## src/hw/rtl/assert_macros.svh

```systemverilog
// assertion helper macros for the rtl in this folder
// depends on nothing; the using module must provide clk and rst
`ifndef ASSERT_MACROS_SVH
`define ASSERT_MACROS_SVH

// check a property on every clock edge outside of reset
`define ASSERT_CLK(lbl, prop, msg) \
  lbl: assert property (@(posedge clk) disable iff (rst) (prop)) else $error(msg);

// check a property on every clock edge, reset included
`define ASSERT_ALWAYS(lbl, prop, msg) \
  lbl: assert property (@(posedge clk) (prop)) else $error(msg);

`endif

```

## src/hw/rtl/i2c_asr_pkg.sv

```systemverilog
// shared types and constants for the i2c adc sample reader
// no dependencies
package i2c_asr_pkg;

  // commands carried by an input item
  localparam logic [1:0] CMD_TICK  = 2'd0;
  localparam logic [1:0] CMD_READ  = 2'd1;
  localparam logic [1:0] CMD_WRITE = 2'd2;
  localparam logic [1:0] CMD_CHECK = 2'd3;

  // configuration register indexes
  localparam logic REG_DEVICE_ADDRESS   = 1'b0;
  localparam logic REG_EXPECTED_SETTING = 1'b1;

  // configuration reset values
  localparam logic [6:0] DEVICE_ADDRESS_RST   = 7'd104;
  localparam logic [4:0] EXPECTED_SETTING_RST = 5'd28;

  // bus sequencer phase codes
  localparam logic [4:0] PH_IDLE      = 5'd0;
  localparam logic [4:0] PH_START_LOW = 5'd1;
  localparam logic [4:0] PH_TX_DATA   = 5'd2;
  localparam logic [4:0] PH_TX_HIGH   = 5'd3;
  localparam logic [4:0] PH_TX_LOW    = 5'd4;
  localparam logic [4:0] PH_AW_REL    = 5'd5;
  localparam logic [4:0] PH_AW_HIGH   = 5'd6;
  localparam logic [4:0] PH_AW_LOW    = 5'd7;
  localparam logic [4:0] PH_RX_REL    = 5'd8;
  localparam logic [4:0] PH_RX_HIGH   = 5'd9;
  localparam logic [4:0] PH_RX_LOW    = 5'd10;
  localparam logic [4:0] PH_MA_DATA   = 5'd11;
  localparam logic [4:0] PH_MA_HIGH   = 5'd12;
  localparam logic [4:0] PH_MA_LOW    = 5'd13;
  localparam logic [4:0] PH_SP_LOW    = 5'd14;
  localparam logic [4:0] PH_SP_HIGH   = 5'd15;
  localparam logic [4:0] PH_SP_END    = 5'd16;

  // bits per byte on the bus
  localparam logic [3:0] BYTE_BITS = 4'd8;

  // decode constants
  localparam logic [7:0] BYTE_ALL_ONES = 8'hFF;

  // one result item
  typedef struct packed {
    logic        scl;
    logic        sda;
    logic        busy;
    logic        done;
    logic [16:0] value;
    logic        fresh;
    logic        over;
    logic        mismatch;
  } res_t;

endpackage

```

## src/hw/rtl/i2c_adc_sample_reader_core.sv

```systemverilog
// i2c master for an 18-bit delta-sigma adc, one bus tick per input item
// depends on i2c_asr_pkg and assert_macros.svh
//
// usage:
//   each input item (cmd, setting_byte, sda_in) is one bus tick. a nonzero cmd
//   given while idle starts a transaction: read sample, write config byte or
//   check config. commands given while busy are ignored.
//   each accepted item gives exactly one result item: the scl/sda drive levels
//   after the tick, busy, and on the stop tick done with the decoded sample or
//   the config mismatch flag.
//   an item's result is registered by the edge that takes it, in the output
//   register or, when it stalls, the skid entry. one item is taken per cycle
//   while in_stall is low, and the sequencer state updates in that same edge.
//   when out_stall is high the result register holds and a one-entry skid
//   register takes one more item; in_stall rises only while that skid entry
//   is full.
//   reset clears the sequencer to idle with both lines released, sets the
//   configuration registers to address 104 and expected setting 28, and
//   empties the output side. configuration must be written through cfg_write,
//   cfg_index and cfg_data while the block is idle, which is not enforced.
`include "assert_macros.svh"

module i2c_adc_sample_reader_core #(
  parameter int READ_BYTES = 4
) (
  input  logic        clk,
  input  logic        rst,
  // configuration port
  input  logic        cfg_write,
  input  logic        cfg_index,
  input  logic [6:0]  cfg_data,
  // input channel
  input  logic        in_valid,
  output logic        in_stall,
  input  logic [1:0]  cmd,
  input  logic [7:0]  setting_byte,
  input  logic        sda_in,
  // output channel
  output logic        out_valid,
  input  logic        out_stall,
  output logic        scl_out,
  output logic        sda_out,
  output logic        busy_res,
  output logic        done_res,
  output logic [16:0] sample_value,
  output logic        sample_fresh,
  output logic        overload,
  output logic        setting_mismatch
);

  localparam int IDX_W = (READ_BYTES > 1) ? $clog2(READ_BYTES) : 1;
  localparam logic [2:0] LAST_IDX = 3'(READ_BYTES - 1);

  // configuration registers
  logic [6:0] device_address;
  logic [4:0] expected_setting;

  // sequencer state
  logic [4:0] phase, phase_next;
  logic [1:0] operation, operation_next;
  logic [3:0] bit_counter, bit_counter_next;
  logic [7:0] shift_byte, shift_byte_next;
  logic [2:0] byte_index, byte_index_next;
  logic [7:0] result_hold, result_hold_next;
  logic       scl_drive, scl_drive_next;
  logic       sda_drive, sda_drive_next;

  // received bytes, written once per byte
  logic [7:0] read_bytes [READ_BYTES];
  logic       rb_write;

  // output register and skid stage
  i2c_asr_pkg::res_t out_res, skid_res, res;
  logic              skid_valid;

  logic in_accept;
  logic out_accept;
  logic [3:0] bit_counter_inc;
  logic [2:0] byte_index_inc;
  logic [7:0] b1, b2, b3, cfg_byte;

  assign in_stall   = skid_valid;
  assign in_accept  = in_valid && !in_stall;
  assign out_accept = out_valid && !out_stall;

  assign bit_counter_inc = bit_counter + 4'd1;
  assign byte_index_inc  = byte_index + 3'd1;

  assign b1       = read_bytes[0];
  assign b2       = read_bytes[1];
  assign b3       = read_bytes[2];
  assign cfg_byte = read_bytes[LAST_IDX[IDX_W-1:0]];

  // configuration writes
  always_ff @(posedge clk) begin
    if (rst) begin
      device_address   <= i2c_asr_pkg::DEVICE_ADDRESS_RST;
      expected_setting <= i2c_asr_pkg::EXPECTED_SETTING_RST;
    end else if (cfg_write) begin
      case (cfg_index)
        i2c_asr_pkg::REG_DEVICE_ADDRESS:   device_address   <= cfg_data;
        i2c_asr_pkg::REG_EXPECTED_SETTING: expected_setting <= cfg_data[4:0];
        default: ;
      endcase
    end
  end

  // bus sequencer next state and result
  always_comb begin
    phase_next       = phase;
    operation_next   = operation;
    bit_counter_next = bit_counter;
    shift_byte_next  = shift_byte;
    byte_index_next  = byte_index;
    result_hold_next = result_hold;
    scl_drive_next   = scl_drive;
    sda_drive_next   = sda_drive;
    rb_write         = 1'b0;
    res              = '0;

    case (phase)
      i2c_asr_pkg::PH_IDLE: begin
        scl_drive_next = 1'b1;
        sda_drive_next = 1'b1;
        if (cmd != i2c_asr_pkg::CMD_TICK) begin
          operation_next   = cmd;
          result_hold_next = setting_byte;
          sda_drive_next   = 1'b0;
          phase_next       = i2c_asr_pkg::PH_START_LOW;
        end
      end
      i2c_asr_pkg::PH_START_LOW: begin
        scl_drive_next   = 1'b0;
        shift_byte_next  = {device_address, (operation != i2c_asr_pkg::CMD_WRITE)};
        bit_counter_next = '0;
        byte_index_next  = '0;
        phase_next       = i2c_asr_pkg::PH_TX_DATA;
      end
      i2c_asr_pkg::PH_TX_DATA: begin
        sda_drive_next = shift_byte[7];
        phase_next     = i2c_asr_pkg::PH_TX_HIGH;
      end
      i2c_asr_pkg::PH_TX_HIGH: begin
        scl_drive_next = 1'b1;
        phase_next     = i2c_asr_pkg::PH_TX_LOW;
      end
      i2c_asr_pkg::PH_TX_LOW: begin
        scl_drive_next   = 1'b0;
        shift_byte_next  = {shift_byte[6:0], 1'b0};
        bit_counter_next = bit_counter_inc;
        phase_next       = (bit_counter_inc >= i2c_asr_pkg::BYTE_BITS) ?
                           i2c_asr_pkg::PH_AW_REL : i2c_asr_pkg::PH_TX_DATA;
      end
      i2c_asr_pkg::PH_AW_REL: begin
        sda_drive_next = 1'b1;
        phase_next     = i2c_asr_pkg::PH_AW_HIGH;
      end
      i2c_asr_pkg::PH_AW_HIGH: begin
        scl_drive_next = 1'b1;
        phase_next     = i2c_asr_pkg::PH_AW_LOW;
      end
      i2c_asr_pkg::PH_AW_LOW: begin
        // slave ack is not checked
        scl_drive_next   = 1'b0;
        bit_counter_next = '0;
        if (operation == i2c_asr_pkg::CMD_WRITE) begin
          if (byte_index == 3'd0) begin
            shift_byte_next = result_hold;
            byte_index_next = 3'd1;
            phase_next      = i2c_asr_pkg::PH_TX_DATA;
          end else begin
            phase_next = i2c_asr_pkg::PH_SP_LOW;
          end
        end else begin
          byte_index_next = '0;
          phase_next      = i2c_asr_pkg::PH_RX_REL;
        end
      end
      i2c_asr_pkg::PH_RX_REL: begin
        sda_drive_next   = 1'b1;
        bit_counter_next = '0;
        shift_byte_next  = '0;
        phase_next       = i2c_asr_pkg::PH_RX_HIGH;
      end
      i2c_asr_pkg::PH_RX_HIGH: begin
        scl_drive_next  = 1'b1;
        shift_byte_next = {shift_byte[6:0], sda_in};
        phase_next      = i2c_asr_pkg::PH_RX_LOW;
      end
      i2c_asr_pkg::PH_RX_LOW: begin
        scl_drive_next   = 1'b0;
        bit_counter_next = bit_counter_inc;
        if (bit_counter_inc >= i2c_asr_pkg::BYTE_BITS) begin
          rb_write   = 1'b1;
          phase_next = i2c_asr_pkg::PH_MA_DATA;
        end else begin
          phase_next = i2c_asr_pkg::PH_RX_HIGH;
        end
      end
      i2c_asr_pkg::PH_MA_DATA: begin
        // ack every byte but nack the last one
        sda_drive_next = (byte_index >= LAST_IDX);
        phase_next     = i2c_asr_pkg::PH_MA_HIGH;
      end
      i2c_asr_pkg::PH_MA_HIGH: begin
        scl_drive_next = 1'b1;
        phase_next     = i2c_asr_pkg::PH_MA_LOW;
      end
      i2c_asr_pkg::PH_MA_LOW: begin
        scl_drive_next  = 1'b0;
        byte_index_next = byte_index_inc;
        phase_next      = (byte_index_inc > LAST_IDX) ?
                          i2c_asr_pkg::PH_SP_LOW : i2c_asr_pkg::PH_RX_REL;
      end
      i2c_asr_pkg::PH_SP_LOW: begin
        sda_drive_next = 1'b0;
        phase_next     = i2c_asr_pkg::PH_SP_HIGH;
      end
      i2c_asr_pkg::PH_SP_HIGH: begin
        scl_drive_next = 1'b1;
        phase_next     = i2c_asr_pkg::PH_SP_END;
      end
      i2c_asr_pkg::PH_SP_END: begin
        sda_drive_next = 1'b1;
        phase_next     = i2c_asr_pkg::PH_IDLE;
        res.done       = 1'b1;
        if (operation == i2c_asr_pkg::CMD_READ) begin
          // ready bit set means no new conversion
          if (!cfg_byte[7]) begin
            res.fresh = 1'b1;
            if (b1 == i2c_asr_pkg::BYTE_ALL_ONES && b2 == i2c_asr_pkg::BYTE_ALL_ONES &&
                b3 == i2c_asr_pkg::BYTE_ALL_ONES) begin
              res.value = '0;
            end else if (b1[1]) begin
              res.over = 1'b1;
            end else begin
              res.value = {b1[0], b2, b3};
            end
          end
        end else if (operation == i2c_asr_pkg::CMD_CHECK) begin
          res.mismatch = (cfg_byte[4:0] != expected_setting);
        end
      end
      default: begin
        phase_next     = i2c_asr_pkg::PH_IDLE;
        scl_drive_next = 1'b1;
        sda_drive_next = 1'b1;
      end
    endcase

    res.scl  = scl_drive_next;
    res.sda  = sda_drive_next;
    res.busy = (phase_next != i2c_asr_pkg::PH_IDLE);
  end

  // sequencer registers
  always_ff @(posedge clk) begin
    if (rst) begin
      phase       <= i2c_asr_pkg::PH_IDLE;
      operation   <= '0;
      bit_counter <= '0;
      shift_byte  <= '0;
      byte_index  <= '0;
      result_hold <= '0;
      scl_drive   <= 1'b1;
      sda_drive   <= 1'b1;
    end else if (in_accept) begin
      phase       <= phase_next;
      operation   <= operation_next;
      bit_counter <= bit_counter_next;
      shift_byte  <= shift_byte_next;
      byte_index  <= byte_index_next;
      result_hold <= result_hold_next;
      scl_drive   <= scl_drive_next;
      sda_drive   <= sda_drive_next;
    end
  end

  // received byte store
  always_ff @(posedge clk) begin
    if (in_accept && rb_write) begin
      read_bytes[byte_index[IDX_W-1:0]] <= shift_byte;
    end
  end

  // output register with one skid entry
  always_ff @(posedge clk) begin
    if (rst) begin
      out_valid  <= 1'b0;
      skid_valid <= 1'b0;
    end else if (in_accept) begin
      if (!out_valid || out_accept) begin
        out_valid <= 1'b1;
      end else begin
        skid_valid <= 1'b1;
      end
    end else if (out_accept) begin
      if (skid_valid) begin
        skid_valid <= 1'b0;
      end else begin
        out_valid <= 1'b0;
      end
    end
  end

  // output payload
  always_ff @(posedge clk) begin
    if (in_accept) begin
      if (!out_valid || out_accept) begin
        out_res <= res;
      end else begin
        skid_res <= res;
      end
    end else if (out_accept && skid_valid) begin
      out_res <= skid_res;
    end
  end

  assign scl_out          = out_res.scl;
  assign sda_out          = out_res.sda;
  assign busy_res         = out_res.busy;
  assign done_res         = out_res.done;
  assign sample_value     = out_res.value;
  assign sample_fresh     = out_res.fresh;
  assign overload         = out_res.over;
  assign setting_mismatch = out_res.mismatch;

  // checks
  `ASSERT_CLK(a_skid_needs_out, skid_valid |-> out_valid, "skid full with empty output")
  `ASSERT_CLK(a_stop_to_idle,
    (in_accept && phase == i2c_asr_pkg::PH_SP_END) |=> (phase == i2c_asr_pkg::PH_IDLE),
    "no idle after stop")
  `ASSERT_CLK(a_done_not_busy, (out_valid && done_res) |-> !busy_res, "done while busy")
  `ASSERT_CLK(a_quiet_fields,
    (out_valid && !done_res) |->
      (sample_value == '0 && !sample_fresh && !overload && !setting_mismatch),
    "result fields set without done")
  `ASSERT_CLK(a_idle_stable, (!in_accept) |=> $stable(phase), "phase moved without an item")

endmodule

```

## config.mk

```make
export PLATFORM = sky130hd
export DESIGN_NAME = i2c_adc_sample_reader_core
export DESIGN_NICKNAME = d
export VERILOG_FILES = /design/src/hw/rtl/i2c_asr_pkg.sv /design/src/hw/rtl/i2c_adc_sample_reader_core.sv
export VERILOG_INCLUDE_DIRS = /design/src /design/src/hw/rtl
export SDC_FILE = /design/constraint.sdc
export NUM_CORES = 1
export LEC_CHECK = 0
export BUFFER_PORTS_ARGS = -buffer_cell sky130_fd_sc_hd__buf_4
export CAP_MARGIN = 20
export CELL_PAD_IN_SITES_DETAIL_PLACEMENT = 1
export CELL_PAD_IN_SITES_GLOBAL_PLACEMENT = 2
export CORE_ASPECT_RATIO = 0.7
export CORE_MARGIN = 2
export CORE_UTILIZATION = 42
export DETAILED_ROUTE_END_ITERATION = 6
export PLACE_DENSITY = 0.9
export SYNTH_ARGS = -nofsm -noshare
export SYNTH_HDL_FRONTEND = slang
export SYNTH_SLANG_ARGS = --single-unit
```

## constraint.sdc

```tcl
create_clock -name clk -period 4.78 [get_ports clk]
set_input_delay 0 -clock clk [delete_from_list [all_inputs] [get_ports clk]]
set_output_delay 0 -clock clk [all_outputs]
set_load 0.02 [all_outputs]
```

======== Word-level counts from Yosys, hierarchy flattened ========
Memories as Yosys holds them, arrays and structs flattened.
Index checks and enable logic that the tools add are counted.
word-level totals
  bits in registers ....................... 94
  memory bits (writable) .................. 32
  bits of input ports ..................... 24
  logic and storage cells ................. 140
  memories kept ........................... 1
operators by class
  add/subtract/negate cells ............... 2
  $lt $le $gt $ge ......................... 3
  eq/ne operators ......................... 30
  multiplexer cells ....................... 40
  bitwise gates (word level) .............. 2
  reductions and logical operators ........ 34
memories
  name        depth  bits a word  rd ports  clocked after memory_dff  wr ports  line                              text
  read_bytes  4      8            4         0                         1         i2c_adc_sample_reader_core.sv:69  logic [7:0] read_bytes [READ_BYTES];
operators by type and width
  operator                                                         count
  5-bit case mux with 16 select lines                              1
  24-bit two-way mux                                               3
  5-bit by 4-bit == test with 1-bit output, second input constant  8
  8-bit case mux with 5 select lines                               1
  19-bit two-way mux                                               2
  17-bit two-way mux                                               2
  8-bit == test, second input constant                             3
  21-bit two-way mux                                               1
  5-bit by 3-bit == test with 1-bit output, second input constant  4
  1-bit two-way mux                                                16
  8-bit two-way mux                                                2
  3-bit two-way mux                                                4
  2-bit AND reduction                                              6
  5-bit by 2-bit == test with 1-bit output, second input constant  2
  5-bit two-way mux                                                2
  5-bit nonzero test                                               2
  10-bit OR reduction                                              1
  3-bit case mux with 3 select lines                               1
  3-bit AND reduction                                              3
  2-bit != test, second input constant                             4
  4-bit case mux with 2 select lines                               1
  2-bit nonzero test                                               4
  1-bit logical AND                                                6
  6-bit OR reduction                                               1
  other kinds (26)                                                 31

======== Longest topological paths before layout ========
Gate-level depths: netlist (run 1).
An unclocked memory read counts as a cell.
  depth after elaboration ................. 10
  gate-level depth with buffers ........... 8
  gate-level depth less buffers ........... 7

======== Worst setup path after synthesis (run 1) ========
OpenSTA, ideal clock, no wires.
  kind .................................... flip-flop to flip-flop
  start point ............................. reg skid_valid, in the netlist in_stall
  end point ............................... reg out_res, in the netlist busy_res (enable)
  setup time .............................. 0.413 ns
  arrival ................................. 2.245 ns
  data required time ...................... 4.367 ns
  path slack .............................. 2.122 ns
  stages on the path, launching flop included .. 6
  path buffers ............................ 2
  cells stage by stage .................... dfxtp_1 nor2b_1 clkbuf_1 clkbuf_1 a21oi_1 a21oi_1
on the way
  cells in the longest elaborated chain, start to end .. 4
  elaborated cells on any way between the ends .. 6
  classes of those cells .................. eq/ne (1); reduce/logical (5)
RTL lines
  element                                                                                                 line                               text
  start: declaration                                                                                      i2c_adc_sample_reader_core.sv:74   logic skid_valid;
  start signal: assignment                                                                                i2c_adc_sample_reader_core.sv:290  skid_valid <= 1'b0;
  start signal: assignment                                                                                i2c_adc_sample_reader_core.sv:295  skid_valid <= 1'b1;
  start signal: assignment                                                                                i2c_adc_sample_reader_core.sv:299  skid_valid <= 1'b0;
  1-bit zero test                                                                                         i2c_adc_sample_reader_core.sv:83   assign in_accept = in_valid && !in_stall;
  1-bit logical AND                                                                                       i2c_adc_sample_reader_core.sv:83
  2-bit by 1-bit != test with 1-bit output (no source line) / 2-bit nonzero test (equally long branches)  -
  2-bit AND reduction (no source line) *                                                                  -
  end signal: assignment                                                                                  i2c_adc_sample_reader_core.sv:310  out_res <= res;
  end signal: assignment                                                                                  i2c_adc_sample_reader_core.sv:315  out_res <= skid_res;
  end: declaration                                                                                        i2c_adc_sample_reader_core.sv:73   i2c_asr_pkg::res_t out_res, skid_res, res;
Every way passes the cells marked *; elsewhere a longest branch is shown, timed or not.
A chain may end at the register's enable or synchronous reset.

======== Final worst setup path (run 1) ========
  start point ............................. reg phase[1]
  end point ............................... reg shift_byte[5]
on the way
  cells in the longest elaborated chain, start to end .. 3
  elaborated cells on any way between the ends .. 10
  classes of those cells .................. eq/ne (7); mux (1); reduce/logical (2)
RTL lines
  element                                                                      line                               text
  start: declaration                                                           i2c_adc_sample_reader_core.sv:59   logic [4:0] phase, phase_next;
  start signal: assignment                                                     i2c_adc_sample_reader_core.sv:259  phase <= i2c_asr_pkg::PH_IDLE;
  start signal: assignment                                                     i2c_adc_sample_reader_core.sv:268  phase <= phase_next;
  5-bit by 3-bit == test with 1-bit output, or another cell as far along       i2c_adc_sample_reader_core.sv:121  case (phase)
  5-bit nonzero test (no source line) / 2-bit != test (equally long branches)  -
  4-bit AND reduction (no source line)                                         -
  end signal: assignment                                                       i2c_adc_sample_reader_core.sv:271  shift_byte <= shift_byte_next;
  end: declaration                                                             i2c_adc_sample_reader_core.sv:62   logic [7:0] shift_byte, shift_byte_next;
Several ways; a longest one is shown, not always the timed one.

==> metrics, run 1 <==
final hold slack 51.9 ps; clock buffer depth 2; vias 4261; Antenna Nets Post-Route 0; Post-Synthesis Mean Instance Area 10.9 um2; Yosys Warn Count 0; Via density 5.69; GR Util met3 5.30%; # fillers 1321; Crit. End Element flop; Initial Util 43.6%; synthesis-stage register bit count 124; CTS tree done; overflow left after global routing 0; outcome finished, final reports clean; global-route wire length before repair 24200 um; RSZ-0062 raised after global routing false; global routing usage on met1 30.3%; Worst-Margin Slew 950 ps; relative slew slack 36.6%; Layout Skew 11.4 ps; hpwl dp 9840 um; PortBufs 49; clock transition at the registers of the reported paths 60 ps; global route hottest layer met2; Inserted Diodes 0; PD cells 416 nW/um2; post-CTS setup buffer count 0; CP Launch Type flop; Gate Count Post-Synth 505; VDD IR max 289 uV; number of synthesized flops with an enable pin 78; Fmax 361 MHz; Post-Syn Nets 536; Final Hold Viols 0; Setup TNS 0 ps; antenna violations before repair 0; initial DRC count 291; critical path class flop to flop; number of global-route vias before repair 4423; Layout Area Growth over Synthesis 25.4%; crit share post-route 58.0%; total power 2860 uW; Routed WL 14900 um; crit path max fanout 26; total CTS buffers 17; Finish-stage setup viols 0; Core ar. 12600 um2; synth unique cells 57; Cell Rows 34; clk_lat worst skew 420 ps; register area share after synthesis 59.4%; Die ar. 14000 um2; Max Slew Vio Count 0; Max Cap Viol 0; Pleak 0.00254 uW; chip width 141 um; largest net degree at the start of global routing 48; io pins 50; CTS H-tree depth 4; Final nets 605; HP Class input port to flop; ys async rst share 0%; GRT Util Overall 22.8%; crit path DAT 3090 ps; # clock sinks 124; DRT Pass-1 Iters 6; cell area after synthesis 5490 um2; Post-synth top flop edfxtp_1; WL/cell 19.9 um; fraction of layout cells with a size suffix above 1 16.0%; CTS Root Cell clkbuf_16; required time of the critical path 5100 ps; Resize count post-CTS 0; number of remaining DRC errors 0; final RePlAce weighted congestion 0.871; Die Ht 99.7 um; Final Critical Period 2770 ps; global routing usage on met2 37.3%
## stage by stage
| step | instances | instance area, um2 | setup WS (ps) | utilization (%) |
|---|---|---|---|---|
| final | 749 | 6880 | 2010 | 54.7 |
| after global routing | 749 | 6880 | 1760 | 54.7 |
| after CTS | 749 | 6880 | 2070 | 54.7 |
| after detailed placement | 691 | 5990 | 2120 | 47.6 |
| after global placement | 690 | 5960 | 2270 | 47.4 |
| after floorplan | 505 | 5490 | 2120 | - |
## area by class of cell
type	instances	area, um2	area share (%)
Clock buffer	20	447	6.49
Inverter	11	41.3	0.600
Clock inverter	12	185	2.69
Tap cell	162	203	2.94
Multi-Input combinational cell	340	2060	29.9
Sequential cell	124	3260	47.4
Timing Repair Buffer	80	686	9.96
## Yosys cell counts (2+ instances only)
library cell / n / area share, %
a211o_1: 3 / 0.48
a211oi_1: 8 / 1.1
a211oi_2: 2 / 0.46
a21o_1: 3 / 0.41
a21oi_1: 28 / 2.6
a222oi_1: 7 / 1.3
a22oi_1: 2 / 0.27
a311o_1: 2 / 0.36
a311oi_1: 3 / 0.48
a31oi_1: 5 / 0.57
and2_1: 22 / 2.5
and3_1: 5 / 0.57
buf_1: 2 / 0.14
buf_2: 5 / 0.46
buf_6: 2 / 0.41
clkbuf_1: 21 / 1.4
dfxtp_1: 46 / 17
edfxtp_1: 78 / 43
ha_1: 7 / 1.6
inv_1: 11 / 0.75
mux2i_1: 11 / 2.0
nand2_1: 70 / 4.8
nand2b_1: 10 / 1.1
nand3_1: 10 / 0.91
nand3b_1: 6 / 0.82
nand4_1: 8 / 0.91
nand4bb_1: 2 / 0.41
nor2_1: 43 / 2.9
nor2b_1: 6 / 0.68
nor3_1: 7 / 0.64
nor3b_1: 4 / 0.55
nor4b_1: 2 / 0.32
o21ai_0: 29 / 2.6
o21bai_1: 2 / 0.27
o31a_1: 3 / 0.48
o31ai_1: 3 / 0.41
o32a_1: 2 / 0.36
xnor2_1: 2 / 0.32
xor2_1: 5 / 0.80
## sequential cells by signal, indices dropped and copies added, names as in the netlist, 2 cells and up
register / flops
bit_counter: 4
result_hold: 8
device_address: 7
shift_byte: 8
phase: 5
operation: 2
sample_value: 17
skid_res: 24
expected_setting: 5
read_bytes: 30
byte_index: 3
## logic make-up (layout without fill, tap and decap cells)
| group | after synthesis | in the layout | synth area share [%] |
|---|---|---|---|
| adders and majority gates | 7 | 7 | 1.60 |
| and+or+nand+nor | 204 | 204 | 18.7 |
| muxes | 12 | 12 | 2.21 |
| AOI/OAI and AO/OA | 110 | 110 | 13.8 |
| DFF | 124 | 124 | 59.4 |
| xor gates and xnor gates | 7 | 7 | 1.12 |
| buffers and inverters | 41 | 123 | 3.19 |
## where the power goes
group          internal, uW  leakage (uW)  switching (uW)  total [uW]
Clock                   893      0.000306             482        1370
Sequential             1190       0.00109            45.9        1230
Combinational           108       0.00115             143         252
## repair_timing
| item | CTS | global route |
|---|---|---|
| endpoints found under the setup margin | 0 | 0 |
| hold endpoints to repair | 27 | 0 |
| hold buffers | 26 | 0 |
## worst paths after layout
| check | from | to | slack [ps] | cells past startpoint |
|---|---|---|---|---|
| hold reg to reg | device_address[4] | device_address[4] | 470 | 2 |
| hold / removal | rst | bit_counter[0] | 50 | 2 |
| setup reg to reg | phase[1] | shift_byte[5] | 2010 | 5 |
| setup / recovery | phase[1] | shift_byte[5] | 2010 | 5 |
## cells in the final DEF, fill, tap and decap left out, types with 17 or more instances in the layout
cell type and n:
edfxtp_1 78, nand2_1 70, buf_4 53, dfxtp_1 46
nor2_1 43, o21ai_0 29, a21oi_1 27, dlygate4sd3_1 26
and2_1 22, clkbuf_16 17
## layer usage
layer	part of all wire (%)	wire, um
met3	5.9	879
met1	46	6860
met2	47	7020
met4	1.2	176
met5	0	0
## worst max-delay path, cell delays in order, from the launching register on
cell and delay (ps):
dfxtp_1 940, and3b_1 290, o21ai_0 140, a2111oi_4 940, nor2_1 100, a211oi_1 250
Note: power is estimated with default switching activity, not from simulation.
==> run 2: changes to the inputs <==
- CORE_UTILIZATION: 42 -> 39
- PLACE_DENSITY: 0.9 -> 0.85
- clock period: 4.78 -> 2.7 ns (I/O delays scaled with it)
==> run 2 against run 1 <==
Effect of this change: via count fell by 1.6%; register-to-register slack got worse by 1800 ps; final cell count rose by 5.6%; power rose by 76%; setup slack got worse by 1800 ps; sequential share of layout area fell by 0.73 points; die area rose by 7.4%; non-clock buffer count rose by 14; sequential power rose by 76%; clock skew rose by 1.6 ps; global-route usage fell by 2.6 points; routed wire length fell by 4.2%; largest cell class unchanged.
==> metrics, run 2 (synthesis gave the netlist of run 1 again) <==
flip-flop count of the largest register after layout 30 (unchanged); Final Hold Viols 0 (unchanged); crit path DAT 2840 ps (-250 ps); Worst-Margin Slew 880 ps (-70.2 ps); Final Critical Period 2500 ps (-270 ps); VDD IR max 477 uV (+65%); Routed WL 14300 um (-4.2%); Max Cap Viol 0 (unchanged); global-route wire length before repair 23400 um (-3.2%); vias 4191 (-1.6%); clock transition at the registers of the reported paths 60 ps (about the same); initial DRC count 303 (+4.1%); Core ar. 13800 um2 (+9.8%); Initial Util 39.7% (-3.9 points); relative slew slack 41.3% (+4.8 points); Die ar. 15100 um2 (+7.4%); chip width 146 um (+3.7%); final RePlAce weighted congestion 0.814 (-6.5%); Max Slew Vio Count 0 (unchanged); total power 5030 uW (+76%); slowest stage cell, crit path a2111oi_4; worst r2r src phase[0]; number of remaining DRC errors 0 (unchanged); PD cells 719 nW/um2 (+73%); commonest non-fill, non-tap cell in the layout edfxtp_1; critical path class flop to flop; crit path max fanout 18 (-31%); # fillers 1504 (+14%); Pleak 0.00260 uW (+2.2%); Setup TNS 0 ps (unchanged); WL/cell 18.1 um (-9.2%); Inserted Diodes 0 (unchanged); fraction of layout cells with a size suffix above 1 18.0% (+2.0 points); total CTS buffers 17 (unchanged); final hold slack 50.6 ps (-1.35 ps); Layout Area Growth over Synthesis 27.3%; number of global-route vias before repair 4409 (-0.32%); hpwl dp 9860 um (+0.15%); RSZ-0062 raised after global routing false; clk_lat worst skew 420 ps (about the same); antenna violations before repair 0 (unchanged); GRT Util Overall 20.2% (-2.6 points); outcome finished, final reports clean; Final nets 619 (+2.3%); DRT Pass-1 Iters 4 (-2); Crit. Startpoint phase[0]; Fmax 400 MHz (+11%); Via density 5.30 (-6.9%); Crit. End Element flop; HP Class input port to flop; PortBufs 49 (unchanged); R2R Path End shift_byte[0]; final core utilization 50.6% (-4.1 points); cells on worst reg2reg path 5 (unchanged); io pins 50 (unchanged); r2r setup slk 200 ps (-1810 ps); crit-path cells or3b_1 > a21o_1 > a2111oi_4 > nor2_1 > a211oi_2; CTS Root Cell clkbuf_16; Layout Skew 13.0 ps (+1.55 ps); most frequent cells in the layout 78 x edfxtp_1, 70 x nand2_1, 69 x buf_4; crit share post-route 92.7% (+35 points); CTS tree done; largest net degree at the start of global routing 48 (unchanged); slowest stage delay, CP 790 ps (-150 ps); Antenna Nets Post-Route 0 (unchanged); Critical Path End shift_byte[0]; Hold Crit Start rst; Cell Rows 36 (+5.9%); clock buffer depth 2 (unchanged); Die Ht 103 um (+3.6%); # clock sinks 124 (unchanged); CP Launch Type flop; Finish-stage setup viols 0 (unchanged); CTS H-tree depth 4 (unchanged); overflow left after global routing 0 (unchanged); required time of the critical path 3030 ps (-2070 ps)
-- run 2: per-stage QoR --
step	worst slack [ps]	cells	instance area [um2]
after global placement	315	734	6120
after CTS	155	791	6990
after global routing	44.2	791	6990
after floorplan	41.7	505	5490
final	197	791	6990
after detailed placement	166	734	6120
-- run 2: timing repair --
item,in CTS,in global routing
gates resized for setup,0,1
hold buffers,25,0
endpoints found under the setup margin,0,1
hold endpoints to repair,24,0
setup buffers,0,0
-- run 2: power by group --
part	switching [uW]	total (uW)	internal, uW
combinational	258	457	200
sequential	70.4	2170	2100
clock	854	2390	1540
-- run 2: area by class of cell --
| type | count | area, um2 | share of cell area [%] |
|---|---|---|---|
| sequential | 124 | 3260 | 46.7 |
| multi-input combinational | 340 | 2060 | 29.5 |
| timing repair buffer | 94 | 768 | 11.0 |
| clock buffer | 17 | 425 | 6.09 |
| tap | 190 | 238 | 3.40 |
| clock inverter | 15 | 194 | 2.77 |
| inverter | 11 | 41.3 | 0.591 |
-- run 2: worst min path at each step --
stage,cells after the start,slack (ps),end
3_3_place_gp,3,230,result_hold[3]
2_1_floorplan,2,120,device_address[3]
4_1_cts,2,40,bit_counter[3]
3_5_place_dp,3,230,device_address[3]
6_report,2,50,bit_counter[3]
5_1_grt,2,70,phase[3]
-- run 2: critical path, delay by kind of cell (launching register included) --
kind,cells,cell delay [ps]
AOI/OAI and AO/OA,3,1280
DFF,1,510
and+or+nand+nor,2,610
-- run 2: metal layers --
metal	vias to the layer above	share of wire (%)	global-route usage [%]
met4	0	0.86	6.11
li1	2017	-	-
met2	91	46	32.4
met5	-	0	0
met3	11	4.7	6.23
met1	2072	49	26.7
